### config.mk
export PLATFORM = sky130hd
export DESIGN_NAME = soh_length_eot_deframer_top_flat
export DESIGN_NICKNAME = d
export VERILOG_FILES = /design/src/rtl/core/sledfr_pkg.sv /design/src/rtl/core/sledfr_ifs.sv /design/src/rtl/core/soh_length_eot_deframer_top.sv /design/src/rtl/core/sledfr_apb_regs.sv /design/src/rtl/core/sledfr_in_stage.sv /design/src/rtl/core/sledfr_frame_core.sv /design/src/flat_wrapper.sv
export SDC_FILE = /design/constraint.sdc
export NUM_CORES = 1
export LEC_CHECK = 0
export BUFFER_PORTS_ARGS = -buffer_cell sky130_fd_sc_hd__buf_2
export CORE_MARGIN = 3
export CORE_UTILIZATION = 50
export CTS_CLUSTER_DIAMETER = 30
export DETAILED_ROUTE_END_ITERATION = 10
export PLACE_DENSITY = 0.8
export SYNTH_ARGS = -nofsm -noshare
export SYNTH_HDL_FRONTEND = slang
export SYNTH_SLANG_ARGS = --single-unit
### constraint.sdc
create_clock -name clk -period 3.45 [get_ports clk]
set_input_delay 0.1725 -clock clk [delete_from_list [all_inputs] [get_ports clk]]
set_output_delay 0.1725 -clock clk [all_outputs]
set_load 0.01 [all_outputs]
### src/rtl/core/sledfr_pkg.sv
// sledfr_pkg: types, codes and constants for the soh/length/eot deframer
// no dependencies

package sledfr_pkg;

	localparam int unsigned BYTE_W   = 8;
	localparam int unsigned KIND_W   = 2;
	localparam int unsigned APB_AW   = 3;
	localparam int unsigned APB_DW   = 32;

	localparam logic [BYTE_W-1:0] START_RESET   = 8'd1;
	localparam logic [BYTE_W-1:0] END_RESET     = 8'd4;
	localparam logic [BYTE_W-1:0] MIN_FRAME_LEN = 8'd4;

	typedef enum logic [KIND_W-1:0] {
		KIND_CMD     = 2'd0,
		KIND_PAYLOAD = 2'd1,
		KIND_GOOD    = 2'd2,
		KIND_BAD     = 2'd3
	} kind_t;

	typedef enum logic {
		REQ_BYTE    = 1'b0,
		REQ_TIMEOUT = 1'b1
	} req_t;

	typedef enum logic {
		REG_START = 1'b0,
		REG_END   = 1'b1
	} reg_idx_t;

	typedef enum logic {
		PH_HUNT    = 1'b0,
		PH_PAYLOAD = 1'b1
	} phase_t;

	typedef enum logic [1:0] {
		HDR_START  = 2'd0,
		HDR_CMD    = 2'd1,
		HDR_LENGTH = 2'd2
	} hdr_idx_t;

	typedef struct packed {
		logic [BYTE_W-1:0] start_value;
		logic [BYTE_W-1:0] end_value;
	} cfg_t;

	typedef struct packed {
		logic              req_type;
		logic [BYTE_W-1:0] rx_byte;
	} item_t;

	typedef struct packed {
		logic              valid;
		item_t             item;
	} stage_t;

endpackage

### src/rtl/core/sledfr_ifs.sv
// sledfr_in_if / sledfr_out_if: valid/ready channels for requests and results
// depends on sledfr_pkg

interface sledfr_in_if import sledfr_pkg::*; ();
	logic              valid;
	logic              ready;
	logic              req_type;
	logic [BYTE_W-1:0] rx_byte;

	modport source (output valid, output req_type, output rx_byte, input ready);
	modport sink (input valid, input req_type, input rx_byte, output ready);
endinterface

interface sledfr_out_if import sledfr_pkg::*; ();
	logic              valid;
	logic              ready;
	logic [KIND_W-1:0] out_kind;
	logic [BYTE_W-1:0] out_byte;

	modport source (output valid, output out_kind, output out_byte, input ready);
	modport sink (input valid, input out_kind, input out_byte, output ready);
endinterface

### src/rtl/core/soh_length_eot_deframer_top.sv
// soh_length_eot_deframer_top: deframer top level, apb registers, input stage, core
// depends on sledfr_pkg, sledfr_ifs, sledfr_apb_regs, sledfr_in_stage, sledfr_frame_core
//
// channel   dir  handshake      payload
// in_ch     in   valid/ready    req_type[0:0], rx_byte[7:0]
// out_ch    out  valid/ready    out_kind[1:0], out_byte[7:0]
// apb       in   psel/penable   paddr[2:0], pwdata[31:0], prdata[31:0]
//
// one request per cycle while no stalled result holds the core
// latency is set by the input register and the result register
// arst_n clears the framing state and both stage valids, registers go to reset values
// a stalled result holds the core; an empty input register still takes one more request

module soh_length_eot_deframer_top import sledfr_pkg::*; (
	input  logic              clk,
	input  logic              arst_n,
	input  logic              psel,
	input  logic              penable,
	input  logic              pwrite,
	input  logic [APB_AW-1:0] paddr,
	input  logic [APB_DW-1:0] pwdata,
	output logic [APB_DW-1:0] prdata,
	output logic              pready,
	sledfr_in_if.sink         in_ch,
	sledfr_out_if.source      out_ch
);

	cfg_t   cfg;
	stage_t stage;
	logic   take;

	sledfr_apb_regs u_regs (
		.clk     (clk),
		.arst_n  (arst_n),
		.psel    (psel),
		.penable (penable),
		.pwrite  (pwrite),
		.paddr   (paddr),
		.pwdata  (pwdata),
		.prdata  (prdata),
		.pready  (pready),
		.cfg     (cfg)
	);

	sledfr_in_stage u_in (
		.clk    (clk),
		.arst_n (arst_n),
		.in_ch  (in_ch),
		.take   (take),
		.stage  (stage)
	);

	sledfr_frame_core u_core (
		.clk    (clk),
		.arst_n (arst_n),
		.cfg    (cfg),
		.stage  (stage),
		.take   (take),
		.out_ch (out_ch)
	);

endmodule

### src/rtl/core/sledfr_apb_regs.sv
// sledfr_apb_regs: apb configuration registers (start and end byte values)
// depends on sledfr_pkg

module sledfr_apb_regs import sledfr_pkg::*; (
	input  logic              clk,
	input  logic              arst_n,
	input  logic              psel,
	input  logic              penable,
	input  logic              pwrite,
	input  logic [APB_AW-1:0] paddr,
	input  logic [APB_DW-1:0] pwdata,
	output logic [APB_DW-1:0] prdata,
	output logic              pready,
	output cfg_t              cfg
);

	logic [BYTE_W-1:0] start_q;
	logic [BYTE_W-1:0] end_q;
	logic              wr_en;
	reg_idx_t          idx;

	assign pready = 1'b1;
	assign idx    = reg_idx_t'(paddr[2]);
	assign wr_en  = psel & penable & pwrite & pready;

	always_ff @(posedge clk or negedge arst_n) begin
		if (!arst_n) begin
			start_q <= START_RESET;
			end_q   <= END_RESET;
		end else if (wr_en) begin
			case (idx)
				REG_START: start_q <= pwdata[BYTE_W-1:0];
				REG_END:   end_q   <= pwdata[BYTE_W-1:0];
				default:   ;
			endcase
		end
	end

	always_comb begin
		case (idx)
			REG_START: prdata = {{(APB_DW-BYTE_W){1'b0}}, start_q};
			REG_END:   prdata = {{(APB_DW-BYTE_W){1'b0}}, end_q};
			default:   prdata = '0;
		endcase
	end

	assign cfg.start_value = start_q;
	assign cfg.end_value   = end_q;

endmodule

### src/rtl/core/sledfr_in_stage.sv
// sledfr_in_stage: input register for requests, released when the core takes them
// depends on sledfr_pkg and sledfr_in_if

module sledfr_in_stage import sledfr_pkg::*; (
	input  logic       clk,
	input  logic       arst_n,
	sledfr_in_if.sink  in_ch,
	input  logic       take,
	output stage_t     stage
);

	logic  valid_s1;
	item_t item_s1;

	assign in_ch.ready = ~valid_s1 | take;

	always_ff @(posedge clk or negedge arst_n) begin
		if (!arst_n) begin
			valid_s1 <= 1'b0;
		end else if (in_ch.ready) begin
			valid_s1 <= in_ch.valid;
		end
	end

	always_ff @(posedge clk) begin
		if (in_ch.ready && in_ch.valid) begin
			item_s1.req_type <= in_ch.req_type;
			item_s1.rx_byte  <= in_ch.rx_byte;
		end
	end

	assign stage.valid = valid_s1;
	assign stage.item  = item_s1;

endmodule

### src/rtl/core/sledfr_frame_core.sv
// sledfr_frame_core: framing state, per-request decode and result register
// depends on sledfr_pkg and sledfr_out_if

module sledfr_frame_core import sledfr_pkg::*; (
	input  logic        clk,
	input  logic        arst_n,
	input  cfg_t        cfg,
	input  stage_t      stage,
	output logic        take,
	sledfr_out_if.source out_ch
);

	phase_t            phase_q, phase_d;
	hdr_idx_t          hdr_q, hdr_d;
	logic              start_ok_q, start_ok_d;
	logic [BYTE_W-1:0] flen_q, flen_d;
	logic [BYTE_W-1:0] pidx_q, pidx_d;

	logic              res_v;
	kind_t             res_kind;
	logic [BYTE_W-1:0] res_byte;
	logic [BYTE_W-1:0] plen;
	logic [BYTE_W-1:0] b;

	logic              out_v_q;
	kind_t             out_kind_q;
	logic [BYTE_W-1:0] out_byte_q;

	assign take = stage.valid & (~out_v_q | out_ch.ready);
	assign b    = stage.item.rx_byte;
	assign plen = flen_q - MIN_FRAME_LEN;

	// next state
	always_comb begin
		phase_d    = phase_q;
		hdr_d      = hdr_q;
		start_ok_d = start_ok_q;
		flen_d     = flen_q;
		pidx_d     = pidx_q;
		if (req_t'(stage.item.req_type) == REQ_TIMEOUT) begin
			phase_d    = PH_HUNT;
			hdr_d      = HDR_START;
			start_ok_d = 1'b0;
			pidx_d     = '0;
		end else if (phase_q == PH_PAYLOAD) begin
			if (pidx_q >= plen) begin
				phase_d    = PH_HUNT;
				hdr_d      = HDR_START;
				start_ok_d = 1'b0;
				pidx_d     = '0;
			end else begin
				pidx_d = pidx_q + 8'd1;
			end
		end else begin
			case (hdr_q)
				HDR_START: begin
					start_ok_d = (b == cfg.start_value);
					hdr_d      = HDR_CMD;
				end
				HDR_CMD: begin
					hdr_d = HDR_LENGTH;
				end
				default: begin
					phase_d    = PH_HUNT;
					hdr_d      = HDR_START;
					start_ok_d = 1'b0;
					pidx_d     = '0;
					if (start_ok_q) begin
						flen_d = b;
						if (b >= MIN_FRAME_LEN)
							phase_d = PH_PAYLOAD;
					end
				end
			endcase
		end
	end

	// result decode
	always_comb begin
		res_v    = 1'b0;
		res_kind = KIND_BAD;
		res_byte = '0;
		if (req_t'(stage.item.req_type) == REQ_TIMEOUT) begin
			if (phase_q == PH_PAYLOAD) begin
				res_v    = 1'b1;
				res_byte = plen;
			end else if (start_ok_q && hdr_q == HDR_LENGTH) begin
				res_v = 1'b1;
			end
		end else if (phase_q == PH_PAYLOAD) begin
			res_v = 1'b1;
			if (pidx_q >= plen) begin
				res_kind = (b == cfg.end_value) ? KIND_GOOD : KIND_BAD;
				res_byte = plen;
			end else begin
				res_kind = KIND_PAYLOAD;
				res_byte = b;
			end
		end else begin
			case (hdr_q)
				HDR_START: ;
				HDR_CMD: begin
					res_v    = start_ok_q;
					res_kind = KIND_CMD;
					res_byte = b;
				end
				default: begin
					res_v = start_ok_q & (b < MIN_FRAME_LEN);
				end
			endcase
		end
	end

	always_ff @(posedge clk or negedge arst_n) begin
		if (!arst_n) begin
			phase_q    <= PH_HUNT;
			hdr_q      <= HDR_START;
			start_ok_q <= 1'b0;
			flen_q     <= '0;
			pidx_q     <= '0;
		end else if (take) begin
			phase_q    <= phase_d;
			hdr_q      <= hdr_d;
			start_ok_q <= start_ok_d;
			flen_q     <= flen_d;
			pidx_q     <= pidx_d;
		end
	end

	always_ff @(posedge clk or negedge arst_n) begin
		if (!arst_n) begin
			out_v_q <= 1'b0;
		end else if (take) begin
			out_v_q <= res_v;
		end else if (out_ch.ready) begin
			out_v_q <= 1'b0;
		end
	end

	always_ff @(posedge clk) begin
		if (take && res_v) begin
			out_kind_q <= res_kind;
			out_byte_q <= res_byte;
		end
	end

	assign out_ch.valid    = out_v_q;
	assign out_ch.out_kind = out_kind_q;
	assign out_ch.out_byte = out_byte_q;

endmodule

### src/flat_wrapper.sv
// flat-port wrapper written by rule: the top's interface ports become plain ports
module soh_length_eot_deframer_top_flat import sledfr_pkg::*;
  (clk, arst_n, psel, penable, pwrite, paddr, pwdata, prdata, pready, in_ch_valid, in_ch_req_type, in_ch_rx_byte, in_ch_ready, out_ch_valid, out_ch_out_kind, out_ch_out_byte, out_ch_ready);
  sledfr_in_if in_ch_i ();
  sledfr_out_if out_ch_i ();
  input  logic clk;
  input  logic arst_n;
  input  logic psel;
  input  logic penable;
  input  logic pwrite;
  input  logic [APB_AW-1:0] paddr;
  input  logic [APB_DW-1:0] pwdata;
  output logic [APB_DW-1:0] prdata;
  output logic pready;
  input wire logic [$bits(in_ch_i.valid)-1:0] in_ch_valid;
  input wire logic [$bits(in_ch_i.req_type)-1:0] in_ch_req_type;
  input wire logic [$bits(in_ch_i.rx_byte)-1:0] in_ch_rx_byte;
  output wire logic [$bits(in_ch_i.ready)-1:0] in_ch_ready;
  output wire logic [$bits(out_ch_i.valid)-1:0] out_ch_valid;
  output wire logic [$bits(out_ch_i.out_kind)-1:0] out_ch_out_kind;
  output wire logic [$bits(out_ch_i.out_byte)-1:0] out_ch_out_byte;
  input wire logic [$bits(out_ch_i.ready)-1:0] out_ch_ready;
  assign in_ch_i.valid = in_ch_valid;
  assign in_ch_i.req_type = in_ch_req_type;
  assign in_ch_i.rx_byte = in_ch_rx_byte;
  assign in_ch_ready = in_ch_i.ready;
  assign out_ch_valid = out_ch_i.valid;
  assign out_ch_out_kind = out_ch_i.out_kind;
  assign out_ch_out_byte = out_ch_i.out_byte;
  assign out_ch_i.ready = out_ch_ready;
  soh_length_eot_deframer_top u_core (.clk(clk), .arst_n(arst_n), .psel(psel), .penable(penable), .pwrite(pwrite), .paddr(paddr), .pwdata(pwdata), .prdata(prdata), .pready(pready), .in_ch(in_ch_i), .out_ch(out_ch_i));
endmodule
-- After elaboration in Yosys (flattened, before gate mapping)
Index checks and enable logic that the tools add are counted.
W data, S select, Z words.
- register bits: 57
- bits of input ports: 51
- output and inout port bits: 45
- word-level logic and storage cells: 84
- add/sub/neg operators: 2
- $lt $le $gt $ge: 3
- equal/unequal tests: 7
- muxes and demuxes: 35
- bitwise gates (word level): 12
- reductions and logical operators: 12
- operators with widths (cell ; number):
    $mux W8 ; 9
    $pmux W32 S2 ; 1
    $eq A8 B8 Y1 ; 2
    $mux W1 ; 16
    $mux W2 ; 6
    $add A8 B1 Y8 const B ; 1
    $ge A8 B3 Y1 const B ; 1
    $ge A8 B8 Y1 ; 1
    $lt A8 B3 Y1 const B ; 1
    $reduce_and A2 Y1 ; 4
    $sub A8 B3 Y8 const B ; 1
    $ne A3 B1 Y1 const B ; 2
    $not A1 Y1 ; 6
    $reduce_and A5 Y1 ; 1
    $and A1 B1 Y1 ; 4
    $pmux W1 S2 ; 2
    $pmux W2 S2 ; 1
    $logic_and A1 B1 Y1 ; 3
    $ne A3 B2 Y1 const B ; 1
    $reduce_and A3 Y1 ; 1
    $eq A2 B1 Y1 const B ; 1
    $eq A2 B2 Y1 const B ; 1
    $logic_not A2 Y1 ; 1
    $or A1 B1 Y1 ; 2
    other kinds (2) ; 2

-- Longest topological paths before layout
- depth in word-level cells: 6
- gate-level depth with buffers: 10

-- Cells and area by module
A second synthesis with hierarchy kept.
- cells, all modules: 275
- area, all modules: 3224.3 um^2
- by module, submodules not included (module ; times used ; cells an instance ; area each (um^2)):
    sledfr_frame_core ; 1 ; 191 ; 1968.1
    sledfr_apb_regs ; 1 ; 70 ; 924.6
    sledfr_in_stage ; 1 ; 14 ; 331.6

-- Least setup slack after synthesis
Ideal clock, no wire load.
- path kind: flip-flop to flip-flop
- start point: reg u_core.u_core.flen_q[4]
- end point: reg u_core.u_core.out_kind_q[1] (netlist: u_core.u_core.out_ch.out_kind[1]), data pin
- library setup time: 0.251 ns
- arrival: 2.214 ns
- path slack: 0.986 ns
- cell stages (with the launch flop): 9
- buffers on the path: 1
- cells stage by stage: dfrtp_1 or3_4 or4_1 and2_1 o221a_4 a21oi_4 or2_1 buf_4 inv_1
- word-level cells in the longest chain between the ends: 4
- ends and longest elaborated chain (element ; RTL line ; RTL):
    start: declaration ; sledfr_frame_core.sv:16 ; logic [BYTE_W-1:0] flen_q, flen_d;
    start signal: assignment ; sledfr_frame_core.sv:125 ; flen_q <= flen_d;
    $sub A8 B3 Y8 ; sledfr_frame_core.sv:31 ; assign plen = flen_q - MIN_FRAME_LEN;
    $ge A8 B8 Y1 ; sledfr_frame_core.sv:92 ; if (pidx_q >= plen) begin
    $mux W2 ; sledfr_frame_core.sv:92 ;
    $mux W2 ; sledfr_frame_core.sv:90 ; end else if (phase_q == PH_PAYLOAD) begin
    end signal: assignment ; sledfr_frame_core.sv:142 ; out_kind_q <= res_kind;
    end: declaration ; sledfr_frame_core.sv:26 ; kind_t out_kind_q;
Every way passes these cells.
A chain may end at the register's enable or synchronous reset.

-- Worst setup path after layout
- start point: reg u_core.u_core.flen_q[2]
- end point: reg u_core.u_core.out_byte_q[3] (netlist: u_core.u_core.out_ch.out_byte[3]), data pin
- word-level cells in the longest chain between the ends: 5
- elaborated cells on any way between the ends: 6
- classes of those cells: 1 x add/sub; 1 x order compare; 4 x mux
- ends and longest elaborated chain (element ; RTL line ; RTL):
    $sub A8 B3 Y8 (*) ; sledfr_frame_core.sv:31 ;
    $ge A8 B8 Y1 ; sledfr_frame_core.sv:92 ;
    $mux W8 ; sledfr_frame_core.sv:92 ;
    $mux W8 ; sledfr_frame_core.sv:90 ;
    $mux W8 (*) ; sledfr_frame_core.sv:83 ; if (req_t'(stage.item.req_type) == REQ_TIMEOUT) begin
    net u_core.u_core.res_byte[3] ; sledfr_frame_core.sv:21 ; logic [BYTE_W-1:0] res_byte;
    end signal: assignment ; sledfr_frame_core.sv:143 ; out_byte_q <= res_byte;
    end: declaration ; sledfr_frame_core.sv:27 ; logic [BYTE_W-1:0] out_byte_q;
Mark *: on every way through the listed nets, which the timed path passes. The rest lies on a longest branch.

==> impl_metrics.toml <==
[run_status]
status = "complete, no violations"

[synthesis]
synth_top_area_share_pct = 29.1
syn_avg_cell_area_sq_um = 11.6
synth_cell_type_count = 50
syn_area_sq_um = 3090
ys_seq_elements = 57
synthCells = 267
yosys_warnings = 0
async_flop_share_pct = 66.7
yosysSeqAreaShare_pct = 49.3
synth_ff_type = "dfrtp_1"
yosysTopAreaCell = "dfrtp_1"
synth-edff-count = 19
yosysMostFrequentCell = "dfrtp_1"
netlist_top_cells_count = "36 x dfrtp_1, 28 x mux2_2, 26 x buf_4, 19 x edfxtp_1, 16 x nand2_1"
yosys-top-cells-area = "dfrtp_1 29%, edfxtp_1 18%, mux2_2 10%, buf_4 6.3%, ha_1 2.8%"

[critical_path]
cp_max_fo = 10
end_kind = "register"
required_ps = 3520
crit_path_cell_trace = "inv_1, ha_1, nor3b_1, xnor2_1, a32oi_1, o21ai_1, a21oi_4, or2_1, o2bb2ai_1"
critPathTopFamily = "compound AO/OA/AOI/OAI gates"
cp_slowest_cell = "dfrtp_1"
critical_path.startpoint_type = "register"
criticalPathCategory = "reg2reg"
cp_slowest_stage_delay_ps = 410
cp_num_buf_inv = 1
cp_num_cells = 9
cp.arrival_ps = 2860
reg2reg_depth = 9

[drt]
detail-route-antenna-nets = 0
via_per_inst = 5.34
wl_per_cell_microns = 15.2
drcViolationCount = 0
totalWireLength_microns = 6040
first_iter_violations = 124
vias = 2127
drtPass1Iterations = 5

[global_route]
antenna_found_initial = 0
use_met1_pct = 22.9
use_met3_pct = 4.22
grt_pass1_vias = 2160
use_met2_pct = 29.7
grt.total_usage_pct = 18.3
overflow = 0
grt_pass1_wl_microns = 10200
busiest_layer = "met2"
grt_max_degree = 39

[finish]
diodes = 0
fill_cells = 497
final_area_sq_um = 3530
drive_gt1_share_pct = 31.3
area_growth_pct = 14.1
num-nets-final = 376

[sta]
setup_violations = 0
period_share_pct = 80.8
tightest_slew_ps = 838
grt_setup_unrepaired = "no"
fin_crit_ps = 2790
relSlewSlack_pct = 44.2
max_freq_mhz = 359
hold_viol_final = 0
fin_ws_ps = 663
slew_viol_final = 0
fin_tns_setup_ps = 0
finClkSkew_ps = 7.05

[clocking]
cts_tree = "yes"
cts.sinks = 57
cts-buffers-inserted = 9
path_clk_slew_ps = 60
htreeDepth = 3
cts_resized = 0
clk_latency_ps = 340
cts_max_path_buffers = 2
cts_root_buf = "clkbuf_8"

[placed_design]
dp_hpwl_microns = 4600
port_buffers = 44
dpl-instance-area_sq_um = 3280
preCtsSetupSlack_ps = 731
place.gp.congestion = 0.838

[floorplanning]
io_pins = 96
core_sq_um = 5960
die_h_microns = 84.7
die_w_microns = 84.7
start_util_pct = 51.9
dieArea_sq_um = 7170
num_rows = 28

[power_and_ir_drop]
p_per_area_nw_per_um2 = 498
ir_drop_mv = 0.281
total_power_w = 0.00176
leakagePower_nw = 1.54

[hold_path]
hold_class = "in2reg"
min_delay_path_depth = 1

[job]
cap_viol_max_count = 0
-- sequential cells by signal, summed over array words and instances (netlist names) --
name and cells:
u_core.u_core.hdr_q 2, u_core.u_core.flen_q 8, u_core.u_regs.end_q 8, u_core.u_core.start_ok_q 1, u_core.u_core.out_ch.out_byte 8, u_core.u_in.valid_s1 1
u_core.u_in.stage 9, u_core.u_regs.start_q 8, u_core.u_core.phase_q 1, u_core.u_core.out_ch.out_kind 2, u_core.u_core.pidx_q 8, u_core.u_core.out_ch.valid 1
-- path summary, 6_finish.rpt --
path	slack, ps	startpoint	endpoint
min in group asynchronous	480	arst_n	u_core.u_regs.end_q[0]
hold reg to reg	530	u_core.u_core.start_ok_q	u_core.u_core.start_ok_q
setup / recovery	660	u_core.u_core.flen_q[2]	u_core.u_core.out_ch.out_byte[3]
max in group asynchronous	2450	arst_n	u_core.u_core.flen_q[6]
hold / removal	9	in_ch_rx_byte[5]	u_core.u_in.stage[5]
setup reg to reg	660	u_core.u_core.flen_q[2]	u_core.u_core.out_ch.out_byte[3]
-- metrics by stage --
step	instances	hold WS [ps]	utilization (%)
after floorplan	290	-123	-
after global placement	378	316	55.1
after detailed placement	378	322	55.1
after CTS	398	2.52	59.3
after global routing	398	0.164	59.3
final	398	9.45	59.3
-- per-layer routing --
layer	part of all wire (%)	routed length (microns)
met3	7.4	449
met2	48	2870
met5	0	0
met1	43	2580
met4	2.3	138
-- kinds of logic after synthesis --
family                     after synthesis  share of synthesized area (%)
AOI/OAI and AO/OA                       48                           12.2
xor gates and xnor gates                20                           5.66
adders and majority gates                7                           2.83
buffers and inverters                   41                           8.13
DFF                                     57                           49.3
muxes                                   29                           10.7
other                                    2                          0.243
and+or+nand+nor                         63                           11.0
-- area by class of cell --
cell class / count / area [sq um] / area share (%)
flip-flops and latches: 57 / 1520 / 43.2
multi-input cells: 192 / 1400 / 39.8
repair buffers: 49 / 268 / 7.59
clock buffers: 12 / 155 / 4.40
well taps: 75 / 93.8 / 2.66
clock inverters: 4 / 51.3 / 1.45
inverters: 9 / 33.8 / 0.957
-- power by group --
part | switching [W] | leakage [nW] | internal (W)
Combinational | 0.000132 | 0.786 | 0.000140
Sequential | 0.0000753 | 0.650 | 0.000773
Clock | 0.000263 | 0.103 | 0.000373
Total | 0.000470 | 1.54 | 0.00129
-- timing repair --
action | in CTS | in global routing
hold buffers | 4 | 0
endpoints found under the hold margin | 39 | 0
buffers inserted | 0 | 0
-- cells in the final DEF (no fill, tap or decap), types with 2 or more instances in the layout --
master / n
clkbuf_8: 11
buf_2: 44
inv_1: 9
o311ai_2: 3
and3_1: 2
or4_1: 3
dfstp_2: 2
edfxtp_1: 19
dlygate4sd3_1: 4
conb_1: 25
o31ai_1: 4
o21ai_1: 2
nand2b_1: 5
xor2_1: 10
a21oi_1: 7
mux2_2: 28
o2bb2ai_1: 6
o21ai_0: 11
nor3_1: 3
nor4_1: 2
xnor2_1: 10
nor2_1: 5
nand2_1: 16
nand4_1: 3
nand3_1: 13
and2_1: 3
dfrtp_1: 36
a211oi_1: 3
ha_1: 7
(Power assumes the default switching activity.)
